===== src/sv/acts_ram.sv =====
// acts_ram: generic simple dual-port RAM, one write and one registered read
// read data holds while the read enable is low
// no dependencies
module acts_ram #(
	parameter int WIDTH = 8,
	parameter int DEPTH = 16
) (
	input  logic                     clk,
	input  logic                     we,
	input  logic [$clog2(DEPTH)-1:0] waddr,
	input  logic [WIDTH-1:0]         wdata,
	input  logic                     re,
	input  logic [$clog2(DEPTH)-1:0] raddr,
	output logic [WIDTH-1:0]         rdata
);

	logic [WIDTH-1:0] mem [DEPTH];

	// write port
	always_ff @(posedge clk) begin
		if (we) begin
			mem[waddr] <= wdata;
		end
	end

	// registered read port
	always_ff @(posedge clk) begin
		if (re) begin
			rdata <= mem[raddr];
		end
	end

endmodule

===== config.mk =====
export PLATFORM = sky130hd
export DESIGN_NAME = acts_ram
export DESIGN_NICKNAME = d
export VERILOG_FILES = /design/src/sv/acts_ram.sv
export SDC_FILE = /design/constraint.sdc
export NUM_CORES = 1
export LEC_CHECK = 0
export BUFFER_PORTS_ARGS = -buffer_cell sky130_fd_sc_hd__buf_2
export CORE_UTILIZATION = 50
export DETAILED_ROUTE_END_ITERATION = 6
export MAX_ROUTING_LAYER = met4
export PLACE_DENSITY = 0.65
export SYNTH_ARGS = -nofsm -noshare
export SYNTH_HDL_FRONTEND = slang
export SYNTH_SLANG_ARGS = --single-unit

===== constraint.sdc =====
create_clock -name clk -period 4.8 [get_ports clk]
set_input_delay 0.96 -clock clk [delete_from_list [all_inputs] [get_ports clk]]
set_output_delay 0.96 -clock clk [all_outputs]
set_load 0.02 [all_outputs]

==> reports/metrics.csv, run 1 <==
metric;value;unit
status;finished, final reports clean;
firstDrtPassIters;6;
htree_levels;4;
cellLeakagePower;1.962;nW
wl;10130;um
tns;0;ns
synth_seq_cells;136;
coreArea;9955;um^2
hold_path_class;reg -> reg;
drive_above_1_share;0.2688;
synth_top_cell_by_area;edfxtp_1;
layout_common_cells;edfxtp_1 (136), buf_2 (26), mux4_2 (18);
grt_pass1_vias;2342;
drt_iter0_markers;183;
fmax;383.9;MHz
drv_slew;0;
nets;285;
viasPerCell;5.954;
finalHoldViolations;0;
multiInputGateArea;1067;um^2
seq_area_frac_synth;0.7812;
fin_crit_sh;0.5427;
syn_area_per_cell;22.83;um^2
maxSlewHeadroom;0.2419;
num_rows;36;
place_congestion;0.7068;
seqCellArea;4084;um^2
path_max_fanout;32;
clk_latency;0.51;ns
netlist.area_leader.share;0.7812;
final_common_cell;edfxtp_1;
fin_util;0.5977;
ctsResizeCount;0;
cp.required;5.06;ns
yosys-top-cells-area;edfxtp_1 (78%), mux4_2 (7.8%), mux4_1 (7.0%);
fillers;713;
cts_setup_buffers;0;
die_w;104.3;um
num_antenna_cells;0;
rsz0062_at_grt;false;
min-delay-start;mem[12][1];
worst-endpoint-arrival;2.86;ns
ios;27;
hold_depth;3;
clk_path_buf_depth;2;
skew;0.004807;ns
tightest_slew;1.133;ns
endpoint_kind;flop;
r2r_cells;3;
hold-path-endpoint;rdata[1];
cts_tree;done;
powerDensity;425.8;nW/um^2
grt_max_degree;33;
drc;0;
r2r_end;rdata[4];
cts.sinks;136;
start_util;0.5251;
ant_nets;0;
grt_pass1_wl;15040;um
p_total;2.533;mW
critPathLaunchType;input pin;
path_class;in -> reg;
maxCapViolCount;0;
vias;2453;
ctsHoldBuffers;0;
synth_nets;248;
ctsRootBufferMaster;clkbuf_8;
ys_warn_count;0;
r2r_setup_slack;3.25;ns
wl_per_cell;24.58;um
clkSlewWorstSetupHoldPaths;0.06;ns
synth_cell_types;18;
synth_area;5228;um^2
port_buffers;26;
fin_crit;2.605;ns
track_usage;0.2082;
max-vdd-ir-drop;227.8;uV
antenna_found_initial;0;
hpwl;6080;um
r2r-start;mem[10][4];
whs;0.7503;ns
final-setup-viol-count;0;
fp.dieArea;10870;um^2
die_h;104.3;um
area_growth_syn_to_layout;13.81;%
grt-ovfl-total;0;
cts_buffers;17;
syn_inst;229;
## registers in the layout (all words and copies together) (netlist names)
name,count
mem,128
rdata,8
## cell families (layout without fill, tap and decap cells)
kind of cell	after synthesis	in the layout	share of synthesized area
buffers and inverters	10	60	0.01651
DFF	136	136	0.7812
and+or+nand+nor	35	35	0.03136
AOI/OAI and AO/OA	16	16	0.02298
muxes	32	32	0.1479
## metrics by stage
step | worst slack, ns | instances | cell area, um^2
2_1_floorplan | 2.347 | 229 | 5228
3_3_place_gp | 1.677 | 380 | 5463
3_5_place_dp | 1.655 | 380 | 5463
4_1_cts | 2.205 | 412 | 5949
5_1_grt | 2.107 | 412 | 5949
6_report | 2.195 | 412 | 5949
## layer usage
layer | vias up | global-route usage | routed length (um)
met2 | 97 | 0.2810 | 4650
met4 | 0 | 0.08367 | 150
met3 | 16 | 0.05075 | 591
met5 | - | - | 0
met1 | 1285 | 0.3069 | 4732
li1 | 1055 | - | -
## critical path, stage by stage
cell and delay, ns:
buf_2 0.79, mux4_1 0.67, a22oi_1 0.35, nand2_1 0.08
## worst max-delay path by stage
stage                      to      from
finish               rdata[4]  raddr[0]
CTS                  rdata[4]  raddr[0]
floorplan           mem[0][0]  waddr[2]
detailed placement   rdata[4]  raddr[0]
global placement     rdata[4]  raddr[0]
global route         rdata[4]  raddr[0]
## area by class of cell
type,instances,area share
well taps,133,0.02797
flip-flops and latches,136,0.6864
clock buffers,20,0.07150
clock inverters,12,0.01030
repair buffers,28,0.02440
multi-input cells,83,0.1794
## report_power, final
group          switching [mW]  internal [mW]  leakage [nW]  total, mW
combinational          0.0752         0.0465         0.486      0.122
sequential            0.00677           1.34          1.24       1.35
clock                   0.446          0.620         0.240       1.07
total                   0.528           2.00          1.96       2.53
## cell usage after synthesis
master and count:
nor3_1 4, and2_1 1, nand2_1 9, a22oi_1 16, or3b_2 1, nor2_1 13, nor2b_1 1, and2b_1 1
clkdlybuf4s25_2 3, buf_2 3, buf_6 3, mux4_2 18, mux4_1 14, nand3_1 1, nand2b_1 2, edfxtp_1 136
nand3b_1 2, buf_4 1
No activity file was read; power rests on OpenSTA's default activity.
==> run 2, diff against run 1 <==
==> constraint.sdc (replaced) <==
create_clock -name clk -period 2.5 [get_ports clk]
set_input_delay 0.5 -clock clk [delete_from_list [all_inputs] [get_ports clk]]
set_output_delay 0.5 -clock clk [all_outputs]
set_load 0.02 [all_outputs]
==> run 2 against run 1 <==
Compared with the run above:
- clock skew increased by 0.0015 ns
- critical path depth grew 1
- critical path type unchanged
- clock power grew to 2.5 times the previous value
- sequential share of layout area is 3.4 points lower
- first-iteration DRC count shrank 13%
==> reports/metrics.csv, run 2 (same netlist as run 1, synthesis figures left out) <==
metric;value;unit
status;finished, final reports clean;
largest_registers;mem: 128 flops, rdata: 8 flops;
coreArea;9955;um^2
maxSlewHeadroom;0.7259;
layout_common_cells;edfxtp_1 (136), buf_2 (26), mux4_2 (18), buf_4 (18);
max-vdd-ir-drop;525.7;uV
clk_latency;0.52;ns
hold_depth;1;
path_max_fanout;32;
dp_slack;0.3209;ns
ctsRootBufferMaster;clkbuf_8;
combinationalPowerShare;0.044;
hold-path-endpoint;mem[15][3];
maxCapViolCount;0;
drive_above_1_share;0.3131;
min-delay-start;wdata[3];
ctsResizeCount;0;
cellLeakagePower;2.132;nW
htree_levels;4;
rsz0062_at_grt;false;
hpwl;5999;um
ctsHoldBuffers;0;
layout_setup_ws;0.8708;ns
critPathLaunchType;input pin;
ios;27;
top_register;mem;
p_int;4.481;mW
grt_max_degree;33;
nets;303;
tns;0;ns
finalInstanceArea;6260;um^2
r2r_setup_slack;0.94;ns
cts_setup_buffers;0;
p_total;5.515;mW
final-setup-viol-count;0;
cts_tree;done;
endpoint_kind;flop;
r2r_cells;3;
drt_iter0_markers;159;
ant_nets;0;
grt-ovfl-total;0;
r2r-start;mem[1][5];
powerDensity;881.0;nW/um^2
antenna_found_initial;0;
drc;0;
die_h;104.3;um
grt_pass1_wl;15230;um
viasPerCell;5.733;
dpl_cell_area;5613;um^2
track_usage;0.2085;
hold_path_class;in -> reg;
largest_register_ffs;128;
pwr-share-clk;0.487;
fin_crit;1.629;ns
area_growth_syn_to_layout;19.75;%
switching_power;1.034;mW
wl;9762;um
start_util;0.5251;
r2r_end;rdata[5];
finalHoldViolations;0;
num_antenna_cells;0;
grt_pass1_vias;2601;
fmax;613.8;MHz
num_rows;36;
clkSlewWorstSetupHoldPaths;0.06;ns
fin_crit_sh;0.6517;
cp.required;2.75;ns
worst-endpoint-arrival;1.88;ns
wl_per_cell;22.70;um
place_congestion;0.6978;
cts.sinks;136;
skew;0.006325;ns
final_common_cell;edfxtp_1;
path_class;in -> reg;
drv_slew;0;
clk_path_buf_depth;2;
tightest_slew;0.4111;ns
port_buffers;26;
cts_buffers;17;
die_w;104.3;um
swShare;0.1875;
vias;2465;
pwr-share-seq;0.469;
fp.dieArea;10870;um^2
firstDrtPassIters;4;
-- run 2: worst max path at each step --
| stage | slack (ns) | to | from |
|---|---|---|---|
| 2_1_floorplan | 0.51 | mem[0][0] | waddr[2] |
| 3_5_place_dp | 0.32 | rdata[5] | raddr[0] |
| 6_report | 0.87 | rdata[5] | raddr[0] |
| 5_1_grt | 0.82 | rdata[4] | raddr[0] |
| 3_3_place_gp | 0.35 | rdata[5] | raddr[0] |
| 4_1_cts | 0.85 | rdata[7] | rdata[7] |
-- run 2: metrics by stage --
stage / util / hold slack (ns) / instances
floorplan: - / 0.5989 / 229
global placement: 0.5639 / 0.7247 / 398
detailed placement: 0.5639 / 0.7429 / 398
CTS: 0.6288 / 0.3364 / 430
global route: 0.6288 / 0.3488 / 430
finish: 0.6288 / 0.3679 / 430
-- run 2: critical path, cell delays in order --
cell,delay (ns)
buf_2,0.10
buf_12,0.25
mux4_1,0.59
a22oi_1,0.29
nand2_1,0.13
-- run 2: power by group through the flow --
stage | combinational [mW] | sequential (mW) | clock (mW)
CTS | 0.249 | 2.58 | 2.72
finish | 0.243 | 2.58 | 2.69
global placement | 0.244 | 2.63 | 0
global route | 0.265 | 2.59 | 2.83
floorplan | 0.130 | 2.64 | 0
detailed placement | 0.249 | 2.63 | 0
-- run 2: layout make-up --
type / count / area (um^2)
clock inverter: 14 / 229.0
fill: 691 / 3695
multi-input combinational: 83 / 1057
clock buffer: 18 / 417.9
tap: 133 / 166.4
timing repair buffer: 46 / 305.3
sequential: 136 / 4084
-- run 2: per-layer routing --
metal | up-vias | GRT usage | routed length (um)
met2 | 95 | 0.3119 | 4929
met5 | - | - | 0
met3 | 6 | 0.06266 | 448
met4 | 0 | 0.07959 | 93
met1 | 1269 | 0.2719 | 4290
li1 | 1095 | - | -
